**config.mk**
```make
export PLATFORM = sky130hd
export DESIGN_NAME = frr_vec_stage
export DESIGN_NICKNAME = d
export VERILOG_FILES = /design/src/design/frr_pkg.sv /design/src/design/frr_vec_stage.sv
export SDC_FILE = /design/constraint.sdc
export NUM_CORES = 1
export LEC_CHECK = 0
export ABC_AREA = 1
export BUFFER_PORTS_ARGS = -buffer_cell sky130_fd_sc_hd__buf_4
export CAP_MARGIN = 20
export CORE_ASPECT_RATIO = 1.25
export CORE_MARGIN = 1.5
export CORE_UTILIZATION = 55
export CTS_CLUSTER_SIZE = 30
export DETAILED_ROUTE_END_ITERATION = 7
export PLACE_DENSITY_LB_ADDON = 0.25
export REMOVE_ABC_BUFFERS = 1
export SYNTH_ARGS = -nofsm -noshare
export SYNTH_HDL_FRONTEND = slang
export SYNTH_SLANG_ARGS = --single-unit
```
**constraint.sdc**
```tcl
create_clock -name clk -period 4.74 [get_ports clk]
set_input_delay 0.474 -clock clk [delete_from_list [all_inputs] [get_ports clk]]
set_output_delay 0.474 -clock clk [all_outputs]
set_load 0.01 [all_outputs]
```
**src/design/frr_pkg.sv**
```systemverilog
// ----------------------------------------------------------------------------
// frr_pkg
// Shared widths, constants and tables for the rotated box pipeline.
// ----------------------------------------------------------------------------
package frr_pkg;

  localparam int COORD_BITS    = 16;
  localparam int CORDIC_STAGES = 16;
  localparam int GUARD         = 16;
  localparam int VW            = 40;
  localparam int AW            = 36;

  localparam int IN_W  = 96;
  localparam int OUT_W = 88;

  localparam logic [31:0] INVK_Q30 = 32'd652032874;
  localparam logic signed [AW-1:0] HALF_PI_Q30    = 36'sd1686629713;
  localparam logic signed [AW-1:0] QUARTER_PI_Q30 = 36'sd843314857;
  localparam logic signed [AW-1:0] PI_Q30         = 36'sd3373259426;
  localparam logic signed [AW-1:0] TWO_PI_Q30     = 36'sd6746518852;
  localparam int ANGLE_LIMIT = 25736;
  localparam int CENTER_MIN  = -131072;
  localparam int CENTER_MAX  = 131071;
  localparam int SIZE_MAX    = 131071;

  typedef logic signed [VW-1:0] vec_t;
  typedef logic signed [AW-1:0] ang_t;

  function automatic ang_t atan_q30(input int i);
    ang_t t;
    unique case (i)
      0:  t = 36'sd843314857;
      1:  t = 36'sd497837829;
      2:  t = 36'sd263043837;
      3:  t = 36'sd133525159;
      4:  t = 36'sd67021687;
      5:  t = 36'sd33543516;
      6:  t = 36'sd16775851;
      7:  t = 36'sd8388437;
      8:  t = 36'sd4194283;
      9:  t = 36'sd2097149;
      default: t = (i < 31) ? (ang_t'(1) <<< (30 - i)) : '0;
    endcase
    return t;
  endfunction

  typedef struct packed {
    logic [COORD_BITS-1:0] p0x, p0y, p1x, p1y, p2x, p2y;
  } pts_t;

endpackage

```
**src/design/frr_vec_stage.sv**
```systemverilog
// ----------------------------------------------------------------------------
// frr_vec_stage
// One registered vectoring CORDIC iteration with angle accumulator.
// ----------------------------------------------------------------------------
module frr_vec_stage (
  input  logic          clk,
  input  logic          en,
  input  logic [4:0]    shift,
  input  frr_pkg::vec_t x_i,
  input  frr_pkg::vec_t y_i,
  input  frr_pkg::ang_t z_i,
  output frr_pkg::vec_t x_r,
  output frr_pkg::vec_t y_r,
  output frr_pkg::ang_t z_r
);
  frr_pkg::vec_t xs, ys, x_nxt, y_nxt;
  frr_pkg::ang_t z_nxt;

  always_comb begin
    xs = x_i >>> shift;
    ys = y_i >>> shift;
    if (y_i < 0) begin
      x_nxt = x_i - ys; y_nxt = y_i + xs; z_nxt = z_i - frr_pkg::atan_q30(int'(shift));
    end else begin
      x_nxt = x_i + ys; y_nxt = y_i - xs; z_nxt = z_i + frr_pkg::atan_q30(int'(shift));
    end
  end

  always_ff @(posedge clk) begin
    if (en) begin
      x_r <= x_nxt;
      y_r <= y_nxt;
      z_r <= z_nxt;
    end
  end
endmodule

```
==> reports/qor.yml <==
power_frac_seq_pct: 20.3
cts_buffers: 17
max_freq_ghz: 0.220
crit_type: "input pin to register"
wirelength_mm: 78.3
ir_worst_vdd_mv: 0.255
path_max_fanout: 14
cp.required_ns: 4.95
power_density_nw_per_um2: 304
die_area_sq_um: 35100
cp.arrival_ns: 4.76
grt_overflow: 0
wl_per_cell_microns: 17.8
yosysTopAreaCellShare_pct: 21.0
min_path_type: "input pin to register"
worst_pin_slew_ns: 0.736
synthCells: 3147
synth_seq_cells: 116
drive_above_1_share_pct: 26.3
fillers: 2573
cp-start-kind: "input pin"
synth.area.top_cells: "nand2_1, edfxtp_1, nand3_1, ha_1, nor2_1"
clkPwrFrac_pct: 16.9
ioPinCount: 239
async_flop_share_pct: 0
leakage_nw: 13.8
synth_area_sq_um: 18700
gp_congestion: 1.18
rsz0062_at_grt: "true"
multi_input_area_sq_um: 13800
cts-root-buf: "clkbuf_16"
setup_slack_ns: 0.192
h-tree-depth: 4
syn_avg_cell_area_sq_um: 5.93
drv_cap: 0
syn_to_final_growth_pct: 41.8
clk_pin_slew_ns: 0.07
grt_max_degree: 72
ant_nets: 0
num_vias: 25500
ys.flop_type: "edfxtp_1"
dr.pass1.iters: 8
portBuffers: 238
p_sw_mw: 3.39
synthTopCellsByCount: "nand2_1, nand3_1, nor2_1"
via_per_inst: 5.80
synth_area_leader_cell: "nand2_1"
yosysMostFrequentCell: "nand2_1"
track_usage_pct: 43.5
fin_crit_sh_pct: 96.0
crit_top_cell: "nand2_1"
relSlewSlack_pct: 50.4
cts_buffer_depth: 2
slowest_delay_ns: 0.32
swShare_pct: 42.1
synth-warning-count: 0
cpMaxStageDelayCell: "o21ai_0"
drt_iter0_drc: 2783
n_antenna_cell: 0
place_hpwl_mm: 63.3
outcome: "finished clean"
register_area_sq_um: 3480
start_util_pct: 55.7
nets: 4205
grt_pass1_wl_mm: 121
ys_types: 52
core_sq_um: 33500
intPower_mw: 4.66
die_x_microns: 168
die_y_microns: 209
synth_edf_count: 116
antenna_found_initial: 0
slew_violations: 0
drc: 0
p_comb_share_pct: 62.7
grt_pass1_vias: 24600
crit_path_end_kind: "register"
setup_viol: 0
min_period_ns: 4.55
p_total_mw: 8.05
row_count: 75
hold_viol_final: 0
dp_slack_ns: -0.632
tritoncts: "done"
cts.sinks: 116
yosysSeqAreaShare_pct: 18.7
## cell type report
class / count / share of cell area, %
Multi-Input combinational cell: 2611 / 52.0
Clock inverter: 12 / 0.496
Inverter: 320 / 4.58
Sequential cell: 116 / 13.2
Tap cell: 423 / 2.00
Timing Repair Buffer: 892 / 26.1
Clock buffer: 20 / 1.65
## per-layer routing
layer	part of all wire, %	wire (microns)	up-vias	GRT usage [%]
li1	-	-	12100	-
met1	36	28300	11500	48.0
met2	46	36200	1533	74.5
met3	9.2	7190	435	8.39
met4	8.4	6570	0	31.8
met5	0	0	-	0
## critical path: cells and delay by family
family | cells | cell delay [ns]
fa+ha+maj | 2 | 0.48
xor+xnor | 1 | 0.16
compound gates | 3 | 0.58
simple gates | 18 | 2.20
buf+inv | 5 | 0.87
## state kept, by name, summed over array words and instances (netlist names)
| signal | flops |
|---|---|
| x_r | 40 |
| y_r | 40 |
| z_r | 36 |
## kinds of logic after synthesis
kind of cell             share of synthesized area [%]
flip-flops                                        18.7
XOR/XNOR                                          8.21
AND/OR/NAND/NOR                                   43.3
AO/OA/AOI/OAI                                     12.4
buffers and inverters                             8.92
adder cells (fa/ha/maj)                           8.43
## through the flow
step                utilization, %  hold WS (ns)  cell area [sq um]  cells  TNS (ns)
global placement              76.3         0.791              25500   4357     -6.41
global route                  79.1         0.338              26500   4394    -0.598
CTS                           78.0         0.338              26100   4389         0
finish                        79.1         0.335              26500   4394         0
floorplan                        -         0.586              18200   3047    -12.37
detailed placement            76.3         0.792              25500   4357    -11.07
## final timing paths
path | startpoint | to | slack [ns] | cells after the start
max | shift[0] | y_r[36] | 0.19 | 29
min | y_i[0] | y_r[0] | 0.33 | 2
## power by group through the flow
stage | Sequential (mW) | Clock, mW | Combinational, mW
after global routing | 1.66 | 1.39 | 5.42
after global placement | 1.65 | 0 | 4.69
final | 1.64 | 1.36 | 5.05
after floorplan | 1.81 | 0 | 2.19
after CTS | 1.64 | 1.35 | 4.85
after detailed placement | 1.66 | 0 | 4.81
## repair_timing
action,in CTS,in global routing
setup buffers,0,3
setup endpoints to repair,1,60
gates cloned,0,2
hold buffers,0,0
hold endpoints to repair,0,0
pin swaps,0,11
resized for setup,1,95
## cell usage in the layout (no fill, tap or decap), types with 25 or more instances in the layout
cell type  netlist  routed
ha_1           121     119
nand4_1         25      25
a31oi_1         44      39
o211ai_1        34      34
inv_1          303     302
nor3_1          27      25
a21oi_1        147     138
nor2_2          16      29
nand3_1        439     432
nand2_1       1046    1040
xor2_1         105     104
xnor2_1         67      67
o21ai_0        122     100
edfxtp_1       116     116
nor2_1         305     288
buf_4            7     873
o21ai_1          8      29
(Power assumes the default switching activity.)
