`config.mk`:
```
export PLATFORM = sky130hd
export DESIGN_NAME = frr_gain
export DESIGN_NICKNAME = d
export VERILOG_FILES = /design/src/design/frr_pkg.sv /design/src/design/frr_gain.sv
export SDC_FILE = /design/constraint.sdc
export NUM_CORES = 2
export LEC_CHECK = 0
export ABC_CLOCK_PERIOD_IN_PS = 8000
export BUFFER_PORTS_ARGS = -buffer_cell sky130_fd_sc_hd__buf_2
export CAP_MARGIN = 0
export CORE_MARGIN = 4
export CORE_UTILIZATION = 35
export CTS_CLUSTER_SIZE = 30
export DETAILED_ROUTE_END_ITERATION = 6
export PLACE_DENSITY = 0.54
export SYNTH_ARGS = -nofsm -noshare
export SYNTH_HDL_FRONTEND = slang
export SYNTH_SLANG_ARGS = --single-unit
```
`constraint.sdc`:
```
create_clock -name clk -period 8 [get_ports clk]
set_input_delay 1.2 -clock clk [delete_from_list [all_inputs] [get_ports clk]]
set_output_delay 1.2 -clock clk [all_outputs]
set_load 0.02 [all_outputs]
```
`src/design/frr_pkg.sv`:
```
// ----------------------------------------------------------------------------
// frr_pkg
// Shared widths, constants and tables for the rotated box pipeline.
// ----------------------------------------------------------------------------
package frr_pkg;

  localparam int COORD_BITS    = 16;
  localparam int CORDIC_STAGES = 16;
  localparam int GUARD         = 16;
  localparam int VW            = 40;
  localparam int AW            = 36;

  localparam int IN_W  = 96;
  localparam int OUT_W = 88;

  localparam logic [31:0] INVK_Q30 = 32'd652032874;
  localparam logic signed [AW-1:0] HALF_PI_Q30    = 36'sd1686629713;
  localparam logic signed [AW-1:0] QUARTER_PI_Q30 = 36'sd843314857;
  localparam logic signed [AW-1:0] PI_Q30         = 36'sd3373259426;
  localparam logic signed [AW-1:0] TWO_PI_Q30     = 36'sd6746518852;
  localparam int ANGLE_LIMIT = 25736;
  localparam int CENTER_MIN  = -131072;
  localparam int CENTER_MAX  = 131071;
  localparam int SIZE_MAX    = 131071;

  typedef logic signed [VW-1:0] vec_t;
  typedef logic signed [AW-1:0] ang_t;

  function automatic ang_t atan_q30(input int i);
    ang_t t;
    unique case (i)
      0:  t = 36'sd843314857;
      1:  t = 36'sd497837829;
      2:  t = 36'sd263043837;
      3:  t = 36'sd133525159;
      4:  t = 36'sd67021687;
      5:  t = 36'sd33543516;
      6:  t = 36'sd16775851;
      7:  t = 36'sd8388437;
      8:  t = 36'sd4194283;
      9:  t = 36'sd2097149;
      default: t = (i < 31) ? (ang_t'(1) <<< (30 - i)) : '0;
    endcase
    return t;
  endfunction

  typedef struct packed {
    logic [COORD_BITS-1:0] p0x, p0y, p1x, p1y, p2x, p2y;
  } pts_t;

endpackage

```
`src/design/frr_gain.sv`:
```
// ----------------------------------------------------------------------------
// frr_gain
// Two-stage CORDIC gain correction: split product, then sum.
// ----------------------------------------------------------------------------
module frr_gain (
  input  logic                      clk,
  input  logic                      en,
  input  logic [frr_pkg::VW-1:0]    v_i,
  output logic [frr_pkg::VW-1:0]    v_r
);
  logic [39:0] hi_r;
  logic [61:0] lo_r;
  logic [39:0] hi_nxt;
  logic [61:0] lo_nxt;

  always_comb begin
    hi_nxt = 40'(v_i[frr_pkg::VW-1:32]) * 40'(frr_pkg::INVK_Q30);
    lo_nxt = 62'(v_i[31:0]) * 62'(frr_pkg::INVK_Q30);
  end

  always_ff @(posedge clk) begin
    if (en) begin
      hi_r <= hi_nxt;
      lo_r <= lo_nxt;
      v_r  <= frr_pkg::VW'({hi_r, 2'b00}) + frr_pkg::VW'(lo_r >> 30);
    end
  end
endmodule

```
==> results by group <==
Status
  – Outcome: finished clean

Yosys
  – Ys async rst share: 0%
  – Ys flop type: edfxtp_1
  – Syn Area/Cell: approximately 10 µm²
  – Netlist cell types: 65
  – Post-Synthesis Cell Area: 26900 µm²
  – Ys Warns: 0
  – Yosys top cell area share: 39.0%
  – #FFs+latches synth: 109
  – Post-synth EDFFs: approximately 110
  – Most frequent cell after synthesis: inv_1
  – Synth Instances: ~2600
  – Syn Nets: between 3000 and 4000
  – Commonest cells post-synth: 831 x inv_1, 525 x fa_1, 457 x ha_1
  – Cell taking the most area after synthesis: fa_1
  – Synth top area cells: fa_1 39%, ha_1 21%, edfxtp_1 12%
  – Seq/Total Area, Yosys: 12.2%

Floorplanning
  – Die W: 285 µm
  – Die area: 81400 µm²
  – I/O pins: 82
  – Die height: between 200 and 300 µm
  – Initial Utilization: a little over a third
  – Core ar.: 76100 µm²
  – FP Rows: 101

Setup path
  – R2R Path End: v_r[36]$_DFFE_PP_
  – R2r setup slk: 4360 ps
  – Reg-to-Reg Start: lo_r[35]$_DFFE_PP_
  – R2R depth: 10
  – Critical path class: primary input to register
  – Largest fanout on the critical path: 4
  – WP data required: 8110 ps
  – CP arrival: slightly below 8000 ps
  – Crit. End Element: register
  – Critical path startpoint category: primary input

Min path
  – Min-delay src: lo_r[32]$_DFFE_PP_
  – Worst hold path stage count: 0
  – Hold WC Path Type: register to register
  – Worst hold endpoint: v_r[2]$_DFFE_PP_

CTS
  – CTS tree: done
  – Sink Count: 109
  – H-tree depth: 3
  – Clk buf depth: 2
  – Total CTS buffers: 9
  – Clock transition at the registers of the reported paths: around 80 ps
  – Later-pin clock latency in the skew report: around 370 ps
  – CTS Root Buffer Type: clkbuf_16
  – Cts hold-fix bufs: 0

Timing
  – Hold slack: 430 ps
  – Fin Clk Skew: 6.85 ps
  – Fin. max-slew vios: 0
  – Relative max-transition margin: 28.4%
  – Worst-margin pin slew: between 1000 and 1500 ps
  – Final-report hold violation count: 0
  – Final period utilization: 97.3%
  – Achievable Freq: 129 MHz
  – Period minus WS final: 7780 ps
  – Final setup fails: 0

GRT
  – Initial antenna violation count: 0
  – First-pass GRT wire length: 113000 µm
  – Via count of the first global-routing pass: 20000
  – Largest net degree at the start of global routing: 82
  – GRT Resource Usage Total: 17.8%
  – GR Overflow Total: 0

Placement
  – DP Area: 29700 µm²
  – Detailed placer's ending HPWL: 65000 µm
  – Placed Cells: 3861
  – RePlAce Congestion: 0.939
  – Port Buffer Count: 81

Cells and area
  – # nets final: 3872
  – Diode count: 0
  – Synth-to-layout area growth: 11.9%
  – Fin cells: 3883
  – Final Util: 39.6%
  – Layout cells sized above 1: 9.74%
  – Finished Cell Area: ~30000 µm²

Drt
  – DRT Pass-1 Iters: 5
  – Vias per cell: 4.71
  – DR vias: 18300
  – First DRT Iteration DRCs: 1031
  – Top layer in use: met4
  – Met3 routed WL: 2970 µm
  – DRT met1 WL: 32400 µm
  – Wirelength per Cell: 18.2 µm
  – Detailed Route WL: 70800 µm
  – Post-DRT Antenna Nets: 0
  – DRC errors left: 0
  – WL met2: 33800 µm

Run
  – Max Cap Viol: 0
[registers in the layout, indices dropped and copies added (netlist names)]
name	count
hi_r	37
lo_r	32
v_r	40
[through the flow]
stage / TNS (ps) / worst slack, ps
after floorplan: 0 / 310
after global placement: -2310 / -278
after detailed placement: -2890 / -287
after CTS: 0 / 96.2
after global routing: -0.0462 / -0.0462
final: 0 / 220
[routing by layer]
| metal | GRT usage (%) | vias to the layer above |
|---|---|---|
| li1 | - | 8681 |
| met1 | 24.6 | 9220 |
| met2 | 29.7 | 321 |
| met3 | 2.85 | 58 |
| met4 | 3.76 | 0 |
| met5 | 0 | - |
[layout make-up]
class | instances | area, µm²
Fill cell | 7568 | 46000
Multi-Input combinational cell | 1658 | 20500
Sequential cell | 109 | 3270
Inverter | 831 | 3130
Timing Repair Buffer | 239 | 1600
Tap cell | 1030 | 1290
Clock buffer | 9 | 225
Clock inverter | 7 | 67.6
[critical path, stage by stage]
cell,delay [ps]
clkbuf_4,190
clkinvlp_4,180
fa_1,520
fa_1,500
inv_1,50
fa_1,490
inv_1,60
fa_1,540
inv_1,50
fa_1,490
fa_1,420
fa_1,550
inv_1,70
fa_1,470
inv_1,60
ha_4,280
nand4_1,120
or4_1,530
o21ba_2,250
o41a_1,460
o22ai_2,190
a21bo_1,140
xor2_1,60
[cells by family after synthesis]
family	after synthesis	synth area share, %
fa+ha+maj	982	60.3
simple gates	242	4.52
buf+inv	850	11.8
xor+xnor	89	2.89
compound gates	345	8.32
flops	109	12.2
[worst max-delay path by stage]
| stage | from | endpoint | slack [ps] | cells after the start |
|---|---|---|---|---|
| after floorplan | v_i[8] | lo_r[43]$_DFFE_PP_ | 310 | 23 |
| after global placement | v_i[12] | lo_r[58]$_DFFE_PP_ | -280 | 27 |
| after detailed placement | v_i[12] | lo_r[54]$_DFFE_PP_ | -290 | 27 |
| after CTS | v_i[12] | lo_r[54]$_DFFE_PP_ | 100 | 27 |
| after global routing | v_i[12] | lo_r[58]$_DFFE_PP_ | -0.05 | 27 |
| final | v_i[12] | lo_r[57]$_DFFE_PP_ | 220 | 23 |
[repair_timing]
action / CTS / global route
endpoints found under the setup margin: 0 / 14
setup buffers: 0 / 6
resized for setup: 0 / 18
[placed cells by master (no fill, tap or decap), types with 6 or more instances in the layout]
master     count
a211oi_1      13
a21o_1        64
a21oi_1      103
a31oi_1        8
and3_1        10
buf_2         79
buf_4        158
clkbuf_16      9
edfxtp_1     109
fa_1         525
ha_1         453
inv_1        828
nand2_1       56
nand2b_1      13
nand3_1       22
nand4_1       24
nor2_1        51
nor2b_1       11
nor3_1        27
o2111ai_1      6
o211ai_1      11
o21a_1        16
o21ai_0       37
o21ai_1       25
o21bai_1      15
o31ai_1        6
xnor2_1       55
xor2_1        34
Power is not shown: default switching activity piles up to over one toggle a cycle in this logic, so the estimate is an artifact.
